===== src/design/viti_pkg.sv =====
// ----------------------------------------------------------------------------
// viti_pkg
// shared types, codes and constants of the interface adapter
// ----------------------------------------------------------------------------
package viti_pkg;

  typedef enum logic [1:0] {
    REQ_READ  = 2'd0,
    REQ_WRITE = 2'd1,
    REQ_TICK  = 2'd2
  } viti_req_e;

  typedef enum logic [3:0] {
    REG_ORB    = 4'd0,
    REG_ORA    = 4'd1,
    REG_DDRB   = 4'd2,
    REG_DDRA   = 4'd3,
    REG_T1CL   = 4'd4,
    REG_T1CH   = 4'd5,
    REG_T1LL   = 4'd6,
    REG_T1LH   = 4'd7,
    REG_T2CL   = 4'd8,
    REG_T2CH   = 4'd9,
    REG_SR     = 4'd10,
    REG_ACR    = 4'd11,
    REG_PCR    = 4'd12,
    REG_IFR    = 4'd13,
    REG_IER    = 4'd14,
    REG_ORA_NH = 4'd15
  } viti_reg_e;

  localparam int FLAG_T1     = 6;
  localparam int FLAG_T2     = 5;
  localparam int FLAG_ANY    = 7;
  localparam int ACR_T1_FREE = 6;
  localparam int ACR_T2_HALT = 5;
  localparam int IER_SET     = 7;

  localparam logic [15:0] TICK_STEP_RESET = 16'd100;

  typedef struct packed {
    logic [1:0] req_type;
    logic [3:0] reg_addr;
    logic [7:0] write_data;
    logic [7:0] port_a_pins;
    logic [7:0] port_b_pins;
  } viti_in_t;

  typedef struct packed {
    logic [7:0] read_data;
    logic       irq;
  } viti_out_t;

endpackage


===== src/design/viti_core.sv =====
// ----------------------------------------------------------------------------
// viti_core
// register file, timers and interrupt logic; one item per enabled cycle
// ----------------------------------------------------------------------------
module viti_core (
  input  logic               clk,
  input  logic               rst,
  input  logic               cfg_we,
  input  logic [15:0]        cfg_wdata,
  input  logic               step_en,
  input  viti_pkg::viti_in_t item,
  output viti_pkg::viti_out_t result
);
  import viti_pkg::*;

  logic [15:0] tick_step;
  logic [7:0]  port_b_out, port_a_out, dir_b, dir_a;
  logic [15:0] t1_count, t1_reload, t2_count;
  logic [7:0]  t2_low_latch, shift_byte, aux_control, periph_control;
  logic [7:0]  int_flags;
  logic [6:0]  int_enables;

  logic [7:0]  port_b_out_next, port_a_out_next, dir_b_next, dir_a_next;
  logic [15:0] t1_count_next, t1_reload_next, t2_count_next;
  logic [7:0]  t2_low_latch_next, shift_byte_next, aux_control_next;
  logic [7:0]  periph_control_next;
  logic [7:0]  int_flags_next;
  logic [6:0]  int_enables_next;

  logic [7:0]  flags_work;
  logic        irq_update;
  logic        t2_expired;
  logic [7:0]  rd;
  logic [7:0]  wd;

  assign wd = item.write_data;

  always_comb begin
    port_b_out_next     = port_b_out;
    port_a_out_next     = port_a_out;
    dir_b_next          = dir_b;
    dir_a_next          = dir_a;
    t1_count_next       = t1_count;
    t1_reload_next      = t1_reload;
    t2_count_next       = t2_count;
    t2_low_latch_next   = t2_low_latch;
    shift_byte_next     = shift_byte;
    aux_control_next    = aux_control;
    periph_control_next = periph_control;
    int_enables_next    = int_enables;
    flags_work          = int_flags;
    irq_update          = 1'b0;
    t2_expired          = 1'b0;
    rd                  = 8'd0;

    case (item.req_type)
      REQ_READ: begin
        case (item.reg_addr)
          REG_ORB:    rd = (item.port_b_pins & ~dir_b) | (port_b_out & dir_b);
          REG_ORA:    rd = (item.port_a_pins & ~dir_a) | (port_a_out & dir_a);
          REG_DDRB:   rd = dir_b;
          REG_DDRA:   rd = dir_a;
          REG_T1CL: begin
            rd                  = t1_count[7:0];
            flags_work[FLAG_T1] = 1'b0;
            irq_update          = 1'b1;
          end
          REG_T1CH:   rd = t1_count[15:8];
          REG_T1LL:   rd = t1_reload[7:0];
          REG_T1LH:   rd = t1_reload[15:8];
          REG_T2CL: begin
            rd                  = t2_count[7:0];
            flags_work[FLAG_T2] = 1'b0;
            irq_update          = 1'b1;
          end
          REG_T2CH:   rd = t2_count[15:8];
          REG_SR:     rd = shift_byte;
          REG_ACR:    rd = aux_control;
          REG_PCR:    rd = periph_control;
          REG_IFR:    rd = int_flags;
          REG_IER:    rd = {1'b0, int_enables};
          REG_ORA_NH: rd = item.port_a_pins;
          default:    rd = 8'd0;
        endcase
      end
      REQ_WRITE: begin
        case (item.reg_addr)
          REG_ORB:  port_b_out_next = wd;
          REG_ORA:  port_a_out_next = wd;
          REG_DDRB: begin
            dir_b_next = wd;
            irq_update = 1'b1;
          end
          REG_DDRA: begin
            dir_a_next = wd;
            irq_update = 1'b1;
          end
          REG_T1CL, REG_T1LL: t1_reload_next = {t1_reload[15:8], wd};
          REG_T1CH: begin
            // load high latch, start timer 1 from the full latch
            t1_reload_next      = {wd, t1_reload[7:0]};
            t1_count_next       = {wd, t1_reload[7:0]};
            flags_work[FLAG_T1] = 1'b0;
            irq_update          = 1'b1;
          end
          REG_T1LH: t1_reload_next = {wd, t1_reload[7:0]};
          REG_T2CL: t2_low_latch_next = wd;
          REG_T2CH: begin
            t2_count_next       = {wd, t2_low_latch};
            flags_work[FLAG_T2] = 1'b0;
            irq_update          = 1'b1;
          end
          REG_SR:   shift_byte_next = wd;
          REG_ACR:  aux_control_next = wd;
          REG_PCR:  periph_control_next = wd;
          REG_IFR: begin
            flags_work = int_flags & ~wd;
            irq_update = 1'b1;
          end
          REG_IER: begin
            if (wd[IER_SET]) begin
              int_enables_next = int_enables | wd[6:0];
            end else begin
              int_enables_next = int_enables & ~wd[6:0];
            end
            irq_update = 1'b1;
          end
          REG_ORA_NH: port_a_out_next = wd;
          default: ;
        endcase
      end
      REQ_TICK: begin
        if (t1_count != 16'd0) begin
          if (tick_step >= t1_count) begin
            flags_work[FLAG_T1] = 1'b1;
            irq_update          = 1'b1;
            t1_count_next       = aux_control[ACR_T1_FREE] ? t1_reload + 16'd1 : 16'd0;
          end else begin
            t1_count_next = t1_count - tick_step;
          end
        end
        if (t2_count != 16'd0 && !aux_control[ACR_T2_HALT]) begin
          t2_expired = tick_step >= t2_count;
          if (t2_expired) begin
            flags_work[FLAG_T2] = 1'b1;
            irq_update          = 1'b1;
          end
          // after expiry the count wraps down from zero
          t2_count_next = (t2_expired ? 16'd0 : t2_count) - tick_step;
        end
      end
      default: ;
    endcase

    int_flags_next = flags_work;
    if (irq_update) begin
      int_flags_next[FLAG_ANY] = |(int_enables_next & flags_work[6:0]);
    end

    result.read_data = rd;
    result.irq       = |(int_enables_next & int_flags_next[6:0]);
  end

  always_ff @(posedge clk) begin
    if (rst) begin
      tick_step <= TICK_STEP_RESET;
    end else if (cfg_we) begin
      tick_step <= cfg_wdata;
    end
  end

  always_ff @(posedge clk) begin
    if (rst) begin
      port_b_out     <= '0;
      port_a_out     <= '0;
      dir_b          <= '0;
      dir_a          <= '0;
      t1_count       <= '0;
      t1_reload      <= '0;
      t2_count       <= '0;
      t2_low_latch   <= '0;
      shift_byte     <= '0;
      aux_control    <= '0;
      periph_control <= '0;
      int_flags      <= '0;
      int_enables    <= '0;
    end else if (step_en) begin
      port_b_out     <= port_b_out_next;
      port_a_out     <= port_a_out_next;
      dir_b          <= dir_b_next;
      dir_a          <= dir_a_next;
      t1_count       <= t1_count_next;
      t1_reload      <= t1_reload_next;
      t2_count       <= t2_count_next;
      t2_low_latch   <= t2_low_latch_next;
      shift_byte     <= shift_byte_next;
      aux_control    <= aux_control_next;
      periph_control <= periph_control_next;
      int_flags      <= int_flags_next;
      int_enables    <= int_enables_next;
    end
  end

endmodule


===== src/design/versatile_interface_timers_irq_unit.sv =====
// ----------------------------------------------------------------------------
// versatile_interface_timers_irq_unit: two-timer interface adapter with irq
// result path: the input register holds the item, its result is captured in
// the output register and transferred out when the output is free
// throughput: 1 item per cycle unless the output stalls, single-pass core step
// reset: synchronous, clears valid flags and core state, tick_step back to 100
// ----------------------------------------------------------------------------
module versatile_interface_timers_irq_unit (
  input  logic                clk,
  input  logic                rst,
  input  logic                cfg_we,
  input  logic [15:0]         cfg_wdata,
  input  logic                in_valid,
  output logic                in_ready,
  input  viti_pkg::viti_in_t  in_item,
  output logic                out_valid,
  input  logic                out_ready,
  output viti_pkg::viti_out_t out_item
);
  import viti_pkg::*;

  // input register: holds the accepted item until the core consumes it
  logic      s1_valid;
  viti_in_t  s1_item;

  // core result for the item in the input register
  viti_out_t core_result;

  // the item advances when the output register is empty or being drained
  logic      advance;

  assign advance  = s1_valid && (!out_valid || out_ready);
  // a new transfer is taken whenever the input register empties this cycle
  assign in_ready = !s1_valid || advance;

  always_ff @(posedge clk) begin
    if (rst) begin
      s1_valid <= 1'b0;
    end else if (in_ready) begin
      s1_valid <= in_valid;
    end
  end

  // payload register, no reset needed
  always_ff @(posedge clk) begin
    if (in_valid && in_ready) begin
      s1_item <= in_item;
    end
  end

  // state registers update on the same edge the result is captured
  viti_core u_core (
    .clk       (clk),
    .rst       (rst),
    .cfg_we    (cfg_we),
    .cfg_wdata (cfg_wdata),
    .step_en   (advance),
    .item      (s1_item),
    .result    (core_result)
  );

  // output register: keeps a finished result while the consumer stalls
  always_ff @(posedge clk) begin
    if (rst) begin
      out_valid <= 1'b0;
    end else if (advance) begin
      out_valid <= 1'b1;
    end else if (out_ready) begin
      out_valid <= 1'b0;
    end
  end

  always_ff @(posedge clk) begin
    if (advance) begin
      out_item <= core_result;
    end
  end

endmodule


===== config.mk =====
export PLATFORM = sky130hd
export DESIGN_NAME = versatile_interface_timers_irq_unit
export DESIGN_NICKNAME = d
export VERILOG_FILES = /design/src/design/viti_pkg.sv /design/src/design/viti_core.sv /design/src/design/versatile_interface_timers_irq_unit.sv
export SDC_FILE = /design/constraint.sdc
export NUM_CORES = 1
export LEC_CHECK = 0
export BUFFER_PORTS_ARGS = -buffer_cell sky130_fd_sc_hd__clkbuf_2
export CORE_ASPECT_RATIO = 1.4
export CORE_MARGIN = 2
export CORE_UTILIZATION = 30
export CTS_CLUSTER_DIAMETER = 40
export DETAILED_ROUTE_END_ITERATION = 10
export GPL_ROUTABILITY_DRIVEN = 0
export PLACE_DENSITY = 0.48
export SLEW_MARGIN = 0
export SYNTH_ARGS = -nofsm -noshare
export SYNTH_HDL_FRONTEND = slang
export SYNTH_SLANG_ARGS = --single-unit

===== constraint.sdc =====
create_clock -name clk -period 4.24 [get_ports clk]
set_input_delay 0.636 -clock clk [delete_from_list [all_inputs] [get_ports clk]]
set_output_delay 0.636 -clock clk [all_outputs]
set_load 0.1 [all_outputs]

==> run_results.csv, run 1 <==
group,metric,value,unit
yosys,postSynth.asyncResetShare,0,%
power_and_ir_drop,powerDensity,343,nW/um^2
cells_and_area,fin_nets,1456,
sta,drv_slew,0,
place,portBuffers,61,
worst_setup_path,slowest_delay,0.52,ns
grt,grt_max_degree,50,
outcome,status,"finished clean",
worst_setup_path,start_kind,"flip-flop",
sta,final_hold_viol_count,0,
yosys,netlist.area_leader.share,26.7,%
grt,gr-usage-all-layers,21.0,%
floorplan,rows,82,
routing,vias,9924,
worst_setup_path,critPathSlowestCell,"or4_4",
routing,route.detailed.wl_per_inst,21.8,um
sta,clock_skew,0.0126,ns
cells_and_area,instances_no_fill,1826,
worst_setup_path,path_max_fanout,5,
cts,cts_made_buffers,17,
flow_run,drv_cap,0,
routing,drc_errors,0,
cts,root_buffer,"clkbuf_16",
cells_and_area,drive_above_1_share,15.8,%
floorplan,die_area,37700,sq um
yosys,syn-instance-count,1281,
sta,setup-violations-final,0,
cts,cts_buffer_depth,2,
yosys,synth_cell_types,79,
cts,htree_levels,4,
floorplan,boundaryPins,62,
yosys,syn-mean-instance-area,8.47,sq um
power_and_ir_drop,vdd_drop_max,0.190,mV
yosys,synth_largest_area_cell,"dfxtp_1",
power_and_ir_drop,leakagePower,4.84,nW
yosys,synthesis.area,10900,sq um
yosys,ys_ff_latch,184,
yosys,synth_area_leaders,"dfxtp_1, edfxtp_1, mux2i_1, ha_1, nor2_1",
cells_and_area,nFillCells,3752,
floorplan,die_x,165,um
routing,firstDrtPassIters,5,
cts,cts_sinks,184,
sta,max_freq,243,MHz
grt,grt_overflow_total,0,
floorplan,coreArea,35700,sq um
place,dp_hpwl,29700,um
cts,cts_hold_buf,0,
cts,clock_latency,0.44,ns
sta,slew_headroom,25.9,%
yosys,synthesis.nets,1386,
grt,antenna_found_initial,0,
routing,drt_wl_total,39800,um
power_and_ir_drop,total_power,4.36,mW
sta,grt_setup_unrepaired,"yes",
yosys,seq_area_frac_synth,37.5,%
sta,period_share,97.0,%
cells_and_area,area_growth,16.9,%
cells_and_area,insertedDiodeCount,0,
floorplan,start_util,30.4,%
min_path,hp-class,"in2reg",
yosys,synth_edf_count,39,
floorplan,die_h,229,um
worst_setup_path,crit_type,"reg2reg",
worst_setup_path,cpMostUsedCell,"a21o_1",
routing,ant_nets,0,
worst_setup_path,crit_required,4.60,ns
cts,tritoncts,"built",
sta,tightest_slew,1.11,ns
grt,grt_pass1_vias,9635,
yosys,yosys_warnings,0,
grt,grt_first_pass_wirelength,59100,um
sta,period_minus_slack,4.11,ns
yosys,synth_flop_cell,"dfxtp_1",
worst_setup_path,path_cells,"inv_1 > ha_4 > nand2_2 > or4_4 > nor4_4 > nor3_4 > nand2_1 > ha_2 > inv_2 > fa_2 > a21o_1 > a21o_1 > a21oi_2 > nor2_2 > o211ai_1 > or4b_4 > o41a_1 > a31oi_1",
worst_setup_path,arrival,4.47,ns
cts,path_clk_slew,0.07,ns
place,placed_cells,1790,
worst_setup_path,endpoint_kind,"flip-flop",
routing,drt_iter0_drc,822,
routing,viasPerCell,5.43,
area by class of cell:
class | instances | area (sq um) | share of cell area (%)
multi-input combinational | 963 | 6430 | 50.7
sequential | 184 | 4080 | 32.2
timing repair buffer | 127 | 803 | 6.33
tap | 462 | 578 | 4.56
clock buffer | 18 | 429 | 3.38
inverter | 58 | 218 | 1.72
clock inverter | 14 | 146 | 1.15
routing by layer:
layer,track usage [%],wire (um),vias to the layer above
met5,0,0,-
met4,10.9,2020,0
met3,2.64,1560,84
met2,36.4,19900,302
met1,25.1,16300,4762
li1,-,-,4776
worst max-delay path: cells and delay by family (launching register included):
kind            cells  cell delay (ns)
compound gates      6             1.01
fa+ha+maj           3             0.85
buf+inv             2             0.14
flops               1             0.33
simple gates        7             1.70
report_power, final:
part | internal, mW | switching (mW)
logic | 0.309 | 0.516
clock network | 0.874 | 0.748
registers | 1.84 | 0.0717
total | 3.02 | 1.34
flip-flops by register name (all words and copies together), names as in the netlist:
register,count
u_core.t2_low_latch,8
u_core.tick_step,16
s1_valid,1
s1_item,30
u_core.aux_control,8
u_core.int_flags,8
u_core.periph_control,8
u_core.t2_count,16
u_core.dir_b,8
out_item,9
u_core.dir_a,8
u_core.port_a_out,8
u_core.t1_count,16
u_core.int_enables,7
out_valid,1
u_core.shift_byte,8
u_core.port_b_out,8
u_core.t1_reload,16
worst paths after layout:
check / cells past startpoint / from / slack (ns) / endpoint
setup / recovery: 18 / u_core.t2_count[15] / 0.13 / u_core.t2_count[14]
hold / removal: 1 / in_item[0] / 0.36 / s1_item[0]
setup reg to reg: 18 / u_core.t2_count[15] / 0.13 / u_core.t2_count[14]
hold reg to reg: 2 / u_core.port_b_out[4] / 0.45 / u_core.port_b_out[4]
placed cells by master (no fill, tap or decap), types with 8 or more instances in the layout:
cell       instances
xnor2_1           18
clkbuf_16         17
clkbuf_2          60
and3_1            11
mux2i_1          102
inv_1             52
a21oi_1           90
nand2_1          109
nand4_1            9
ha_1              43
a211oi_1          14
o211ai_1          11
o21ai_0           74
a22oi_1           13
nor4_1             9
nor2_1           156
buf_4             67
and2_1            19
nor3_1            19
a31oi_1           27
or3_1              8
a21o_1             8
mux2_2            10
dfxtp_1          139
edfxtp_1          39
o21a_1            15
nor2b_1           16
nand3_1           47
through the flow:
stage / setup slack, ns / cell area [sq um] / util (%) / setup TNS [ns] / hold slack [ns]
2_1_floorplan: 0.0136 / 10900 / - / 0 / 0.433
3_3_place_gp: 0.0230 / 11900 / 33.4 / 0 / 0.442
3_5_place_dp: -0.000766 / 11900 / 33.4 / -0.000766 / 0.447
4_1_cts: 0.0202 / 12500 / 35.1 / 0 / 0.345
5_1_grt: -0.0480 / 12700 / 35.5 / -0.0639 / 0.349
6_report: 0.129 / 12700 / 35.5 / 0 / 0.363
what timing repair did:
item                                    CTS  global route
pin swaps                                 1            13
resized for setup                         3            29
endpoints found under the setup margin    1             2
gates cloned                              0             1
buffers inserted                          1             2
synth_stat cells, types with 18 or more instances:
cell / instances
nor2_1: 157
dfxtp_1: 145
nand2_1: 110
mux2i_1: 102
a21oi_1: 92
o21ai_0: 74
clkbuf_1: 68
inv_1: 57
ha_1: 52
nand3_1: 48
edfxtp_1: 39
a31oi_1: 27
and2_1: 19
nor3_1: 19
xnor2_1: 18
cells by family (layout without fill, tap and decap cells):
kind of cell | count (synthesis) | count (layout) | share of synthesized area (%)
xor gates and xnor gates | 25 | 25 | 2.02
and+or+nand+nor | 436 | 437 | 18.6
DFF | 184 | 184 | 37.5
adders and majority gates | 54 | 54 | 6.36
muxes | 113 | 113 | 10.7
buffers and inverters | 135 | 217 | 4.92
AOI/OAI and AO/OA | 334 | 334 | 19.9
Power figures use the tool's default switching activity.
==> run 2, diff against run 1 <==
--- a/config.mk
+++ b/config.mk
@@ -12,7 +12,9 @@
 export CTS_CLUSTER_DIAMETER = 40
 export DETAILED_ROUTE_END_ITERATION = 10
 export GPL_ROUTABILITY_DRIVEN = 0
+export GPL_TIMING_DRIVEN = 0
 export PLACE_DENSITY = 0.48
+export SKIP_CTS_REPAIR_TIMING = 1
 export SLEW_MARGIN = 0
 export SYNTH_ARGS = -nofsm -noshare
 export SYNTH_HDL_FRONTEND = slang
==> run_results.csv, run 2 (synthesized netlist as in run 1, its figures left out) <==
group,metric,value,unit
cells_and_area,area_growth,16.8,%
routing,drc_errors,0,
sta,setup-violations-final,1,
cts,cts_sinks,184,
worst_setup_path,arrival,4.71,ns
sta,clock_skew,0.0151,ns
worst_setup_path,cp_top_family,"simple AND/OR/NAND/NOR gates",
floorplan,die_h,229,um
cts,cts_buffer_depth,2,
power_and_ir_drop,vdd_drop_max,0.292,mV
sta,period_share,102,%
worst_setup_path,crit_required,4.62,ns
outcome,violations,"negative setup slack",
worst_setup_path,r2r_slack,-0.09,ns
place,dp_hpwl,33000,um
place,place_ws,-0.875,ns
cells_and_area,final_cell_mix,"nor2_1, dfxtp_1, nand2_1",
routing,viasPerCell,5.58,
floorplan,start_util,30.4,%
power_and_ir_drop,powerDensity,355,nW/um^2
cells_and_area,final_common_cell,"nor2_1",
floorplan,die_x,165,um
flow_run,drv_cap,0,
worst_setup_path,critPathBufInv,3,
cts,root_buffer,"clkbuf_16",
grt,grt_max_degree,31,
routing,firstDrtPassIters,6,
sta,drv_slew,0,
routing,vias,10300,
cts,path_clk_slew,0.08,ns
place,placed_cells,1802,
cells_and_area,largest_register_ffs,30,
routing,drt_iter0_drc,1063,
worst_setup_path,slowest_delay,0.53,ns
sta,final_hold_viol_count,0,
grt,gr-usage-all-layers,22.8,%
routing,route.detailed.wl_per_inst,23.2,um
cells_and_area,fin_util,35.5,%
cells_and_area,drive_above_1_share,12.7,%
sta,slew_headroom,28.7,%
sta,period_minus_slack,4.33,ns
floorplan,coreArea,35700,sq um
worst_setup_path,endpoint_kind,"flip-flop",
floorplan,rows,82,
grt,grt_first_pass_wirelength,63500,um
cts,clock_latency,0.46,ns
cts,htree_levels,4,
worst_setup_path,critPathSlowestCell,"or4_4",
min_path,hp-class,"in2reg",
worst_setup_path,path_cells,"clkinvlp_4 > ha_4 > nand3_4 > or4_4 > nor4_4 > nor3_4 > buf_6 > nand2_4 > ha_4 > inv_4 > fa_2 > a21o_1 > a21o_1 > a21oi_2 > nor2_2 > o211ai_1 > or4b_4 > o41a_1 > a31oi_1",
cts,cts_made_buffers,17,
floorplan,boundaryPins,62,
sta,tightest_slew,1.07,ns
cts,tritoncts,"built",
sta,grt_setup_unrepaired,"yes",
power_and_ir_drop,total_power,4.51,mW
place,portBuffers,59,
worst_setup_path,path_max_fanout,6,
sta,max_freq,231,MHz
sta,fin_tns_setup,-0.0869,ns
worst_setup_path,start_kind,"flip-flop",
cells_and_area,instances_no_fill,1848,
routing,ant_nets,0,
worst_setup_path,crit_type,"reg2reg",
cells_and_area,insertedDiodeCount,0,
power_and_ir_drop,leakagePower,4.73,nW
routing,drt_wl_total,42900,um
grt,grt_overflow_total,0,
grt,antenna_found_initial,0,
sta,post-route-worst-setup-slack,-0.0869,ns
floorplan,die_area,37700,sq um
cells_and_area,regMostFlops,"s1_item",
outcome,status,"complete, but fails checks",
grt,grt_pass1_vias,10100,
cells_and_area,fin_nets,1478,
==> run 2: cell types whose count changed in the layout (fill, tap and decap cells not counted), sizes merged <==
cell,previous run,this run
bufinv,2,3
clkbuf,78,144
buf,67,22
inv,61,64
dlygate4sd3,0,1
nor3,22,21
clkinv,6,3
==> run 2: path summary, 6_finish.rpt <==
path | cells after the start | startpoint | end
max | 19 | u_core.t2_count[11] | u_core.t2_count[14]
min | 1 | in_item[2] | s1_item[2]
max reg2reg | 19 | u_core.t2_count[11] | u_core.t2_count[14]
min reg2reg | 2 | u_core.port_b_out[7] | u_core.port_b_out[7]
==> run 2: through the flow <==
stage,instance area [sq um],hold WS (ns)
2_1_floorplan,10900,0.433
3_3_place_gp,11700,0.440
3_5_place_dp,11700,0.449
4_1_cts,12400,0.328
5_1_grt,12700,0.341
6_report,12700,0.347
==> run 2: metal layers <==
metal,GRT usage (%),up-vias,routed length (um)
met5,0,-,0
met2,38.1,424,20400
met3,3.35,140,2250
li1,-,4826,-
met1,26.7,4930,17200
met4,15.2,0,3100
==> run 2: where the power goes <==
group | internal, mW | switching, mW | total [mW]
Combinational | 0.308 | 0.553 | 0.861
Clock | 0.954 | 0.788 | 1.74
Sequential | 1.84 | 0.0663 | 1.90
Total | 3.10 | 1.41 | 4.51
==> run 2: cell type report <==
cell class | count | area [sq um]
Fill cell | 3815 | 23000
Multi-Input combinational cell | 962 | 6410
Sequential cell | 184 | 4110
Tap cell | 462 | 578
Clock buffer | 17 | 425
Timing Repair Buffer | 74 | 405
Buffer | 76 | 320
Inverter | 58 | 224
Clock inverter | 15 | 205
